## config.mk

```make
export PLATFORM = sky130hd
export DESIGN_NAME = ligand_statistics_accumulator
export DESIGN_NICKNAME = d
export VERILOG_FILES = /design/src/design/lig_pkg.sv /design/src/design/ligand_statistics_accumulator.sv /design/src/design/lig_front.sv /design/src/design/lig_queue.sv /design/src/design/lig_back.sv
export SDC_FILE = /design/constraint.sdc
export NUM_CORES = 2
export LEC_CHECK = 0
export ABC_AREA = 0
export BUFFER_PORTS_ARGS = -buffer_cell sky130_fd_sc_hd__buf_4
export CAP_MARGIN = 20
export CELL_PAD_IN_SITES_DETAIL_PLACEMENT = 2
export CELL_PAD_IN_SITES_GLOBAL_PLACEMENT = 2
export CORE_ASPECT_RATIO = 1.75
export CORE_MARGIN = 3
export CORE_UTILIZATION = 51
export CTS_BUF_LIST = sky130_fd_sc_hd__clkbuf_8
export CTS_CLUSTER_SIZE = 12
export DETAILED_ROUTE_END_ITERATION = 8
export GPL_TIMING_DRIVEN = 1
export PLACE_DENSITY_LB_ADDON = 0.1
export SYNTH_ARGS = -nofsm -noshare
export SYNTH_HDL_FRONTEND = slang
export SYNTH_SLANG_ARGS = --single-unit
```

## constraint.sdc

```tcl
create_clock -name clk -period 32.9 [get_ports clk]
set_input_delay 1.645 -clock clk [delete_from_list [all_inputs] [get_ports clk]]
set_output_delay 1.645 -clock clk [all_outputs]
set_load 0.02 [all_outputs]
```

## src/design/lig_pkg.sv

```systemverilog
// shared types, constants, the weight table and saturating count functions for the ligand statistics block
`default_nettype none

package lig_pkg;

    localparam int MAX_FRAMES  = 32;
    localparam int COUNT_BITS  = 10;
    localparam int FRAME_W     = $clog2(MAX_FRAMES);
    localparam int TOTAL_W     = $clog2(MAX_FRAMES + 1);
    localparam int OUT_W       = 10;
    localparam int OUT_MAX     = (1 << OUT_W) - 1;
    localparam int SHOW_W      = (COUNT_BITS > OUT_W) ? COUNT_BITS : OUT_W;
    localparam int COORD_W     = 24;
    localparam int WEIGHT_W    = 28;
    localparam int WENTRY_W    = 18;
    localparam int TYPE_W      = 5;
    localparam int KIND_W      = 2;
    localparam int AXIS_W      = 2;
    localparam int QUEUE_DEPTH = 4;
    localparam int QPTR_W      = $clog2(QUEUE_DEPTH);
    localparam int QCNT_W      = $clog2(QUEUE_DEPTH + 1);

    typedef enum logic [KIND_W-1:0] {
        KIND_ATOM   = 2'd0,
        KIND_OPEN   = 2'd1,
        KIND_CLOSE  = 2'd2,
        KIND_FINISH = 2'd3
    } kind_t;

    localparam logic [AXIS_W-1:0] AXIS_X = 2'd0;
    localparam logic [AXIS_W-1:0] AXIS_Y = 2'd1;
    localparam logic [AXIS_W-1:0] AXIS_Z = 2'd2;

    localparam logic [TYPE_W-1:0] TYPE_H           = 5'd0;
    localparam logic [TYPE_W-1:0] TYPE_HD          = 5'd1;
    localparam logic [TYPE_W-1:0] TYPE_NA          = 5'd5;
    localparam logic [TYPE_W-1:0] TYPE_OA          = 5'd6;
    localparam logic [TYPE_W-1:0] TYPE_METAL_LO    = 5'd15;
    localparam logic [TYPE_W-1:0] TYPE_METAL_HI    = 5'd30;
    localparam logic [TYPE_W-1:0] TYPE_UNSUPPORTED = 5'd31;

    typedef logic signed [COORD_W-1:0] coord_t;
    typedef logic [COUNT_BITS-1:0]     count_t;
    typedef logic [OUT_W-1:0]          show_t;

    // atomic weight in milli mass units, last slot unused
    localparam logic [WENTRY_W-1:0] WEIGHT_TABLE [32] = '{
        18'd1008,   18'd1008,   18'd12010,  18'd12010,  18'd14010,  18'd14010,
        18'd16000,  18'd32070,  18'd32070,  18'd78960,  18'd30970,  18'd19000,
        18'd35450,  18'd79900,  18'd126900, 18'd65380,  18'd55850,  18'd24310,
        18'd40080,  18'd54940,  18'd63550,  18'd22990,  18'd39100,  18'd200590,
        18'd58690,  18'd58930,  18'd112410, 18'd74920,  18'd87620,  18'd238030,
        18'd132910, 18'd0
    };

    typedef struct packed {
        kind_t                 kind;
        logic                  is_hydrogen;
        logic                  is_donor;
        logic                  is_acceptor;
        logic                  is_heavy;
        logic [WENTRY_W-1:0]   weight;
        coord_t                x;
        coord_t                y;
        coord_t                z;
    } op_t;

    typedef struct packed {
        logic [AXIS_W-1:0]   axis;
        logic                last;
        show_t               hydrogens;
        show_t               heavy_atoms;
        show_t               donors;
        show_t               acceptors;
        show_t               active_torsions;
        show_t               inactive_torsions;
        logic [WEIGHT_W-1:0] weight;
        coord_t              low_bound;
        coord_t              high_bound;
        logic                overflow;
    } result_t;

    function automatic count_t bump(input count_t c);
        return (c == '1) ? c : count_t'(c + 1'b1);
    endfunction

    function automatic show_t show_count(input count_t c);
        logic [SHOW_W-1:0] wide;
        wide = SHOW_W'(c);
        if (wide > SHOW_W'(OUT_MAX))
            return '1;
        else
            return wide[OUT_W-1:0];
    endfunction

endpackage

`default_nettype wire

```

## src/design/ligand_statistics_accumulator.sv

```systemverilog
// top level of the ligand statistics accumulator
// input channel: in_valid/in_ready carry one record item per beat (kind, atom_type,
//   pos_x, pos_y, pos_z); atom fields matter only for kind atom, type 31 is dropped
// output channel: out_valid/out_ready carry one result item per axis, three per
//   finish record, axis 0..2 in order, last set on the z item
// throughput: one record item per cycle while the queue has room; the back end retires
//   every non-finish record at the queue head and holds a finish until its z item is loaded
// result path: a finish item passes through the queue, then the back end loads its
//   result items into the result register one per cycle while out_ready is high
// the front end classifies items and feeds a four-entry queue; in_ready drops only
//   when that queue is full, so input keeps flowing while a result waits
// receiver stall: the result register holds its item and the back end stops at the
//   finish record; queued records wait and the input stalls once the queue fills
// reset: counts, weight and overflow clear, bounds go to their extreme values, the
//   frame store holds only the root frame; no clearing pass is needed
// after the z result of a finish is loaded, all statistics return to reset values
`default_nettype none

module ligand_statistics_accumulator
    import lig_pkg::*;
(
    input  wire logic                clk,
    input  wire logic                rst_n,
    input  wire logic                in_valid,
    output logic                     in_ready,
    input  wire logic [KIND_W-1:0]   kind,
    input  wire logic [TYPE_W-1:0]   atom_type,
    input  wire coord_t              pos_x,
    input  wire coord_t              pos_y,
    input  wire coord_t              pos_z,
    output logic                     out_valid,
    input  wire logic                out_ready,
    output logic [AXIS_W-1:0]        axis,
    output logic                     last,
    output show_t                    hydrogens,
    output show_t                    heavy_atoms,
    output show_t                    donors,
    output show_t                    acceptors,
    output show_t                    active_torsions,
    output show_t                    inactive_torsions,
    output logic [WEIGHT_W-1:0]      weight,
    output coord_t                   low_bound,
    output coord_t                   high_bound,
    output logic                     overflow
);

    // front to queue
    logic    push_valid;
    logic    push_ready;
    op_t     push_op;

    // queue to back
    logic    head_valid;
    logic    head_pop;
    op_t     head_op;

    result_t result;

    lig_front u_front (
        .in_valid   (in_valid),
        .in_ready   (in_ready),
        .kind       (kind),
        .atom_type  (atom_type),
        .pos_x      (pos_x),
        .pos_y      (pos_y),
        .pos_z      (pos_z),
        .push_valid (push_valid),
        .push_ready (push_ready),
        .push_op    (push_op)
    );

    lig_queue u_queue (
        .clk        (clk),
        .rst_n      (rst_n),
        .push_valid (push_valid),
        .push_ready (push_ready),
        .push_op    (push_op),
        .pop_valid  (head_valid),
        .pop        (head_pop),
        .pop_op     (head_op)
    );

    lig_back u_back (
        .clk        (clk),
        .rst_n      (rst_n),
        .op_valid   (head_valid),
        .op_pop     (head_pop),
        .op         (head_op),
        .out_valid  (out_valid),
        .out_ready  (out_ready),
        .result     (result)
    );

    // break the result register out onto its field ports
    assign axis              = result.axis;
    assign last              = result.last;
    assign hydrogens         = result.hydrogens;
    assign heavy_atoms       = result.heavy_atoms;
    assign donors            = result.donors;
    assign acceptors         = result.acceptors;
    assign active_torsions   = result.active_torsions;
    assign inactive_torsions = result.inactive_torsions;
    assign weight            = result.weight;
    assign low_bound         = result.low_bound;
    assign high_bound        = result.high_bound;
    assign overflow          = result.overflow;

    // the closing item of a report always describes the z axis
    a_last_is_z: assert property (@(posedge clk) disable iff (!rst_n)
        (out_valid && last) |-> (axis == AXIS_Z))
        else $error("last result not on z axis");

    // any counted atom leaves a nonzero weight and a proper box
    a_box_ordered: assert property (@(posedge clk) disable iff (!rst_n)
        (out_valid && (weight != '0)) |-> (low_bound <= high_bound))
        else $error("bounding box inverted with atoms present");

    // zero weight means no atom was ever counted
    a_empty_counts: assert property (@(posedge clk) disable iff (!rst_n)
        (out_valid && (weight == '0)) |-> ((hydrogens == '0) && (heavy_atoms == '0)))
        else $error("atoms counted without weight");

    // the front only stalls when the queue has no room
    a_stall_full: assert property (@(posedge clk) disable iff (!rst_n)
        (!in_ready) |-> (head_valid && !push_ready))
        else $error("input stalled with room in the queue");

endmodule

`default_nettype wire

```

## src/design/lig_front.sv

```systemverilog
// front end: accepts records, drops unsupported atoms, classifies the rest
`default_nettype none

module lig_front
    import lig_pkg::*;
(
    input  wire logic                in_valid,
    output logic                     in_ready,
    input  wire logic [KIND_W-1:0]   kind,
    input  wire logic [TYPE_W-1:0]   atom_type,
    input  wire coord_t              pos_x,
    input  wire coord_t              pos_y,
    input  wire coord_t              pos_z,
    output logic                     push_valid,
    input  wire logic                push_ready,
    output op_t                      push_op
);

    kind_t k;
    logic  skip;

    always_comb
    begin
        k    = kind_t'(kind);
        skip = (k == KIND_ATOM) && (atom_type == TYPE_UNSUPPORTED);

        push_op             = '0;
        push_op.kind        = k;
        push_op.x           = pos_x;
        push_op.y           = pos_y;
        push_op.z           = pos_z;
        push_op.weight      = WEIGHT_TABLE[atom_type];
        push_op.is_hydrogen = (atom_type == TYPE_H) || (atom_type == TYPE_HD);
        push_op.is_heavy    = !push_op.is_hydrogen;
        push_op.is_donor    = (atom_type == TYPE_HD) ||
                              (atom_type inside {[TYPE_METAL_LO:TYPE_METAL_HI]});
        push_op.is_acceptor = atom_type inside {TYPE_NA, TYPE_OA};
    end

    // skipped atoms are taken and dropped without touching the queue
    assign in_ready   = push_ready;
    assign push_valid = in_valid && !skip;

endmodule

`default_nettype wire

```

## src/design/lig_queue.sv

```systemverilog
// short fifo of classified records between front and back
`default_nettype none

module lig_queue
    import lig_pkg::*;
(
    input  wire logic clk,
    input  wire logic rst_n,
    input  wire logic push_valid,
    output logic      push_ready,
    input  wire op_t  push_op,
    output logic      pop_valid,
    input  wire logic pop,
    output op_t       pop_op
);

    op_t               mem_reg [QUEUE_DEPTH];
    logic [QPTR_W-1:0] wr_ptr_reg, wr_ptr_next;
    logic [QPTR_W-1:0] rd_ptr_reg, rd_ptr_next;
    logic [QCNT_W-1:0] count_reg, count_next;
    logic              do_push, do_pop;

    assign push_ready = (count_reg != QCNT_W'(QUEUE_DEPTH));
    assign pop_valid  = (count_reg != '0);
    assign pop_op     = mem_reg[rd_ptr_reg];
    assign do_push    = push_valid && push_ready;
    assign do_pop     = pop && pop_valid;

    always_comb
    begin
        wr_ptr_next = do_push ? QPTR_W'(wr_ptr_reg + 1'b1) : wr_ptr_reg;
        rd_ptr_next = do_pop  ? QPTR_W'(rd_ptr_reg + 1'b1) : rd_ptr_reg;
        count_next  = count_reg;
        if (do_push && !do_pop)
            count_next = QCNT_W'(count_reg + 1'b1);
        else if (do_pop && !do_push)
            count_next = QCNT_W'(count_reg - 1'b1);
    end

    always_ff @(posedge clk or negedge rst_n)
    begin
        if (!rst_n)
        begin
            wr_ptr_reg <= '0;
            rd_ptr_reg <= '0;
            count_reg  <= '0;
        end
        else
        begin
            wr_ptr_reg <= wr_ptr_next;
            rd_ptr_reg <= rd_ptr_next;
            count_reg  <= count_next;
        end
    end

    always_ff @(posedge clk)
    begin
        if (do_push)
            mem_reg[wr_ptr_reg] <= push_op;
    end

endmodule

`default_nettype wire

```

## src/design/lig_back.sv

```systemverilog
// back end: counters, weight, bounds, frame store and result register
`default_nettype none

module lig_back
    import lig_pkg::*;
(
    input  wire logic clk,
    input  wire logic rst_n,
    input  wire logic op_valid,
    output logic      op_pop,
    input  wire op_t  op,
    output logic      out_valid,
    input  wire logic out_ready,
    output result_t   result
);

    count_t              hyd_reg, hyd_next;
    count_t              heavy_reg, heavy_next;
    count_t              donor_reg, donor_next;
    count_t              accept_reg, accept_next;
    count_t              active_reg, active_next;
    count_t              inactive_reg, inactive_next;
    logic [WEIGHT_W-1:0] weight_reg, weight_next;
    coord_t              min_reg [3];
    coord_t              min_next [3];
    coord_t              max_reg [3];
    coord_t              max_next [3];
    logic [TOTAL_W-1:0]  total_reg, total_next;
    logic [FRAME_W-1:0]  cur_reg, cur_next;
    logic                ovf_reg, ovf_next;
    logic [AXIS_W-1:0]   axis_reg, axis_next;
    logic                out_valid_reg, out_valid_next;
    result_t             out_reg, out_next;

    // frame store, entry zero is the root and is never written
    logic [FRAME_W-1:0]  parent_mem [MAX_FRAMES];
    count_t              rotor_mem [MAX_FRAMES];

    logic                slot_free, is_finish, emit, clear;
    logic                open_ok, inactive_hit;
    logic [FRAME_W-1:0]  parent_rd;
    count_t              rotor_rd;
    logic [WEIGHT_W:0]   wsum;
    coord_t              pos [3];

    assign slot_free = !out_valid_reg || out_ready;
    assign is_finish = (op.kind == KIND_FINISH);
    assign emit      = op_valid && is_finish && slot_free;
    assign clear     = emit && (axis_reg == AXIS_Z);
    assign op_pop    = op_valid && (!is_finish || clear);
    assign open_ok   = (total_reg < TOTAL_W'(MAX_FRAMES));

    assign parent_rd = (cur_reg == '0) ? '0 : parent_mem[cur_reg];
    assign rotor_rd  = (cur_reg == '0) ? '0 : rotor_mem[cur_reg];
    assign inactive_hit = ((TOTAL_W'(cur_reg) + 1'b1) == total_reg) &&
                          ((COUNT_BITS+1)'(rotor_rd) + 1'b1 == (COUNT_BITS+1)'(heavy_reg));

    always_comb
    begin
        pos[0] = op.x;
        pos[1] = op.y;
        pos[2] = op.z;
        wsum   = (WEIGHT_W+1)'(weight_reg) + (WEIGHT_W+1)'(op.weight);

        hyd_next      = hyd_reg;
        heavy_next    = heavy_reg;
        donor_next    = donor_reg;
        accept_next   = accept_reg;
        active_next   = active_reg;
        inactive_next = inactive_reg;
        weight_next   = weight_reg;
        min_next      = min_reg;
        max_next      = max_reg;
        total_next    = total_reg;
        cur_next      = cur_reg;
        ovf_next      = ovf_reg;
        axis_next     = axis_reg;

        if (op_valid)
        begin
            case (op.kind)
                KIND_ATOM:
                begin
                    if (op.is_hydrogen) hyd_next    = bump(hyd_reg);
                    if (op.is_heavy)    heavy_next  = bump(heavy_reg);
                    if (op.is_donor)    donor_next  = bump(donor_reg);
                    if (op.is_acceptor) accept_next = bump(accept_reg);
                    weight_next = wsum[WEIGHT_W] ? '1 : wsum[WEIGHT_W-1:0];
                    for (int i = 0; i < 3; i++)
                    begin
                        if (pos[i] < min_reg[i]) min_next[i] = pos[i];
                        if (pos[i] > max_reg[i]) max_next[i] = pos[i];
                    end
                end
                KIND_OPEN:
                begin
                    if (open_ok)
                    begin
                        cur_next   = total_reg[FRAME_W-1:0];
                        total_next = TOTAL_W'(total_reg + 1'b1);
                    end
                    else
                        ovf_next = 1'b1;
                end
                KIND_CLOSE:
                begin
                    if (inactive_hit)
                        inactive_next = bump(inactive_reg);
                    else
                        active_next = bump(active_reg);
                    cur_next = parent_rd;
                end
                default:
                begin
                    if (emit)
                        axis_next = clear ? AXIS_X : AXIS_W'(axis_reg + 1'b1);
                    if (clear)
                    begin
                        hyd_next      = '0;
                        heavy_next    = '0;
                        donor_next    = '0;
                        accept_next   = '0;
                        active_next   = '0;
                        inactive_next = '0;
                        weight_next   = '0;
                        for (int i = 0; i < 3; i++)
                        begin
                            min_next[i] = {1'b0, {(COORD_W-1){1'b1}}};
                            max_next[i] = {1'b1, {(COORD_W-1){1'b0}}};
                        end
                        total_next = TOTAL_W'(1);
                        cur_next   = '0;
                        ovf_next   = 1'b0;
                    end
                end
            endcase
        end
    end

    always_comb
    begin
        out_valid_next = out_valid_reg && !out_ready;
        out_next       = out_reg;
        if (emit)
        begin
            out_valid_next             = 1'b1;
            out_next.axis              = axis_reg;
            out_next.last              = (axis_reg == AXIS_Z);
            out_next.hydrogens         = show_count(hyd_reg);
            out_next.heavy_atoms       = show_count(heavy_reg);
            out_next.donors            = show_count(donor_reg);
            out_next.acceptors         = show_count(accept_reg);
            out_next.active_torsions   = show_count(active_reg);
            out_next.inactive_torsions = show_count(inactive_reg);
            out_next.weight            = weight_reg;
            out_next.low_bound         = min_reg[axis_reg];
            out_next.high_bound        = max_reg[axis_reg];
            out_next.overflow          = ovf_reg;
        end
    end

    always_ff @(posedge clk or negedge rst_n)
    begin
        if (!rst_n)
        begin
            hyd_reg       <= '0;
            heavy_reg     <= '0;
            donor_reg     <= '0;
            accept_reg    <= '0;
            active_reg    <= '0;
            inactive_reg  <= '0;
            weight_reg    <= '0;
            for (int i = 0; i < 3; i++)
            begin
                min_reg[i] <= {1'b0, {(COORD_W-1){1'b1}}};
                max_reg[i] <= {1'b1, {(COORD_W-1){1'b0}}};
            end
            total_reg     <= TOTAL_W'(1);
            cur_reg       <= '0;
            ovf_reg       <= 1'b0;
            axis_reg      <= AXIS_X;
            out_valid_reg <= 1'b0;
        end
        else
        begin
            hyd_reg       <= hyd_next;
            heavy_reg     <= heavy_next;
            donor_reg     <= donor_next;
            accept_reg    <= accept_next;
            active_reg    <= active_next;
            inactive_reg  <= inactive_next;
            weight_reg    <= weight_next;
            min_reg       <= min_next;
            max_reg       <= max_next;
            total_reg     <= total_next;
            cur_reg       <= cur_next;
            ovf_reg       <= ovf_next;
            axis_reg      <= axis_next;
            out_valid_reg <= out_valid_next;
        end
    end

    always_ff @(posedge clk)
    begin
        out_reg <= out_next;
        if (op_valid && (op.kind == KIND_OPEN) && open_ok)
        begin
            parent_mem[total_reg[FRAME_W-1:0]] <= cur_reg;
            rotor_mem[total_reg[FRAME_W-1:0]]  <= heavy_reg;
        end
    end

    assign out_valid = out_valid_reg;
    assign result    = out_reg;

endmodule

`default_nettype wire

```

==> flow_metrics.py <==
metrics = {
    "yosys": {
        "ys_warn_count": 0,
        "ys_ff_latch": 1254,
        "syn_inst": 3760,
        "synth_top_area_frac": 0.5435,
        "netlist_area_sq_mm": 0.05525,
        "yosys.area.top_type": "edfxtp_1",
        "ys_seq_area_frac": 0.6602,
        "synth_edf_count": 1000,
        "synth_most_common_cell": "edfxtp_1",
        "syn_area_per_cell_sq_um": 14.69,
        "async_reset_ff_frac": 0.2026,
        "ys_types": 90,
        "synth_area_leaders": "edfxtp_1 54%, dfrtp_1 8.2%, mux4_2 6.9%",
        "synth_nets": 4038,
        "synth_flop_cell": "edfxtp_1",
        "ys_top_cells_by_count": "1,000 x edfxtp_1, 326 x nand2_1, 199 x mux2i_1",
    },
    "critical_path": {
        "worstPathRequired_ns": 33.72,
        "critPathLaunchType": "flip-flop",
        "r2r_slack_ns": 25.98,
        "r2r_end": "u_back.inactive_reg[0]$_DFFE_PN0P_",
        "r2r-start": "u_back.cur_reg[0]$_DFFE_PN0P_",
        "crit_chain": "buf_4, buf_4, mux4_2, o22ai_1, nor4_2, nand4b_1, a2111oi_0, o21ai_1, a2111oi_4, and2_1, mux2i_1, a22o_1",
        "critPathMaxStageDelay_ns": 0.89,
        "startpoint": "u_back.cur_reg[0]$_DFFE_PN0P_",
        "cp_slowest_cell": "buf_4",
        "cp_max_fo": 67,
        "r2r_cells": 12,
        "worstPathArrival_ns": 7.74,
        "crit_path_end_kind": "flip-flop",
        "path_class": "reg2reg",
        "cpMostUsedCell": "buf_4",
        "critPathCapture": "u_back.inactive_reg[0]$_DFFE_PN0P_",
    },
    "timing": {
        "rsz0062_at_grt": "false",
        "hold_viol": 0,
        "clock.fmax_mhz": 144.5,
        "setup_tns_ns": 0,
        "finalClockSkew_ns": 0.04728,
        "setup_viol": 0,
        "relSlewSlack": 0.1187,
        "worstMarginPinSlew_ns": 1.319,
        "period_minus_slack_ns": 6.918,
        "setup_slack_ns": 25.98,
        "drv_slew": 0,
        "fin_crit_sh": 0.2103,
    },
    "clock_network": {
        "insertion_delay_ns": 0.95,
        "postCtsResizedCells": 0,
        "cts_buffer_depth": 3,
        "root_buffer": "clkbuf_8",
        "path_clk_slew_ns": 0.07,
        "cts_buffers": 183,
        "tritoncts": "built",
        "postCtsSetupRepairBufs": 0,
        "hold_buffers": 0,
        "numClockSinks": 1254,
        "htreeDepth": 4,
    },
    "final_layout": {
        "largest_register_ffs": 380,
        "finalNetCount": 4293,
        "drive_gt1_frac": 0.2152,
        "syn2layout_area_growth_pct": 13.37,
        "fin_cells": 5548,
    },
    "floorplanning": {
        "io_pins": 225,
        "start_util": 0.5143,
        "rows": 159,
        "dieHeight_um": 441.4,
        "dieArea_sq_mm": 0.1125,
        "fp.coreArea_sq_mm": 0.1074,
        "die_w_um": 254.8,
    },
    "pwr": {
        "ir_drop_uv": 88.51,
        "power_per_cell_area_mw_per_mm2": 97.55,
        "p_leak_nw": 23.50,
    },
    "global_routing": {
        "grt_max_degree": 158,
        "grt_pass1_wl_um": 286400,
        "grt.total_usage": 0.3522,
        "grt_pass1_vias": 40846,
        "antenna_found_initial": 11,
        "grt_remaining_overflow": 0,
    },
    "job": {
        "maxCapViolCount": 0,
    },
    "detailed_routing": {
        "routed_via_density": 6.498,
        "drc": 0,
        "routed_wl_um": 197800,
        "wl_per_cell_um": 35.65,
        "vias": 36049,
        "first_iter_violations": 3106,
        "first_pass_iters": 5,
        "ant_nets": 0,
    },
    "place": {
        "dpl.cell_count": 5190,
        "gp_congestion": 0.8819,
        "dp_slack_ns": 26.16,
        "hpwl_um": 126600,
        "placement.io_buffers": 224,
    },
    "run_status": {
        "status": "finished clean",
    },
    "hold_path": {
        "hold_class": "reg2reg",
    },
}
[how the worst min path moves through the flow]
stage                                      from                           end  slack (ns)  cells past startpoint
4_1_cts        u_back.weight_reg[0]$_DFFE_PN0P_   u_back.result[49]$_DFFE_PP_        0.47                      0
5_1_grt        u_back.weight_reg[0]$_DFFE_PN0P_   u_back.result[49]$_DFFE_PP_        0.49                      0
3_3_place_gp   u_back.weight_reg[0]$_DFFE_PN0P_   u_back.result[49]$_DFFE_PP_        0.45                      0
3_5_place_dp   u_back.weight_reg[0]$_DFFE_PN0P_   u_back.result[49]$_DFFE_PP_        0.46                      0
2_1_floorplan    u_back.axis_reg[0]$_DFFE_PN0P_  u_back.result[138]$_DFFE_PP_        0.42                      0
6_report       u_back.weight_reg[0]$_DFFE_PN0P_   u_back.result[49]$_DFFE_PP_        0.48                      0
[report_power, final]
group	switching [mW]	internal (mW)	total [mW]
Clock	0.667	0.649	1.32
Combinational	1.63	0.845	2.47
Sequential	0.229	2.09	2.32
[layout make-up]
cell class | instances | area, sq um
clock inverters | 122 | 729.5
repair buffers | 308 | 2730
fillers | 9299 | 44800
flip-flops and latches | 1254 | 36500
inverters | 187 | 703.2
well taps | 1368 | 1712
multi-input cells | 2081 | 17260
diodes | 12 | 30.03
clock buffers | 216 | 2973
[through the flow]
stage | hold WS (ns) | power (mW) | cell area, sq um | util
2_1_floorplan | 0.4231 | 3.750 | 55250 | -
3_3_place_gp | 0.4508 | 4.469 | 58310 | 0.5428
3_5_place_dp | 0.4555 | 4.689 | 58750 | 0.5469
4_1_cts | 0.4690 | 6.086 | 62450 | 0.5814
5_1_grt | 0.4943 | 6.365 | 62620 | 0.5829
6_report | 0.4790 | 6.110 | 62630 | 0.5830
[critical path, delay by kind of cell (launching register included)]
| family | cells | cell delay (ns) |
|---|---|---|
| AO/OA/AOI/OAI | 5 | 1.83 |
| flip-flops | 1 | 0.79 |
| buffers and inverters | 2 | 1.67 |
| AND/OR/NAND/NOR | 3 | 1.86 |
| multiplexers | 2 | 0.59 |
[per-layer routing]
layer | vias to the layer above | share of wire | GRT usage
met1 | 18994 | 0.35 | 0.3978
met3 | 601 | 0.056 | 0.06332
met2 | 1610 | 0.53 | 0.6210
li1 | 14844 | - | -
met4 | 0 | 0.066 | 0.2095
met5 | - | 0 | 0
[cell usage in the layout (no fill, tap or decap), types with 13 or more instances in the layout]
cell type / synthesis / layout
nor3_1: 74 / 71
clkbuf_8: 0 / 216
a211oi_1: 16 / 16
nand2_1: 326 / 325
o211ai_1: 40 / 40
a31oi_1: 60 / 60
buf_4: 8 / 282
inv_1: 185 / 240
xor2_1: 37 / 37
clkinv_1: 1 / 25
edfxtp_1: 1000 / 1000
nor2_2: 2 / 34
nand3_1: 44 / 44
and2_1: 17 / 13
nand2b_1: 26 / 26
o21ai_0: 146 / 146
nand4_1: 57 / 57
mux2i_1: 199 / 198
nor2_1: 166 / 132
buf_16: 0 / 18
a22o_1: 30 / 30
nor2b_1: 35 / 34
dfrtp_1: 181 / 173
a22oi_1: 26 / 26
clkinv_2: 1 / 23
dfstp_2: 73 / 73
xnor2_1: 21 / 21
and3_1: 19 / 19
ha_1: 193 / 192
mux4_2: 170 / 170
a21o_1: 42 / 42
o221ai_1: 23 / 23
o22ai_1: 21 / 21
o21a_1: 38 / 38
a21oi_1: 92 / 92
[cells by family after synthesis]
family	Yosys count	share of synthesized area
adder cells (fa/ha/maj)	195	0.04443
flip-flops	1254	0.6602
XOR/XNOR	58	0.009195
AO/OA/AOI/OAI	618	0.07430
multiplexers	385	0.1105
AND/OR/NAND/NOR	825	0.07021
buffers and inverters	425	0.03112
Note: power is estimated with default switching activity, not from simulation.
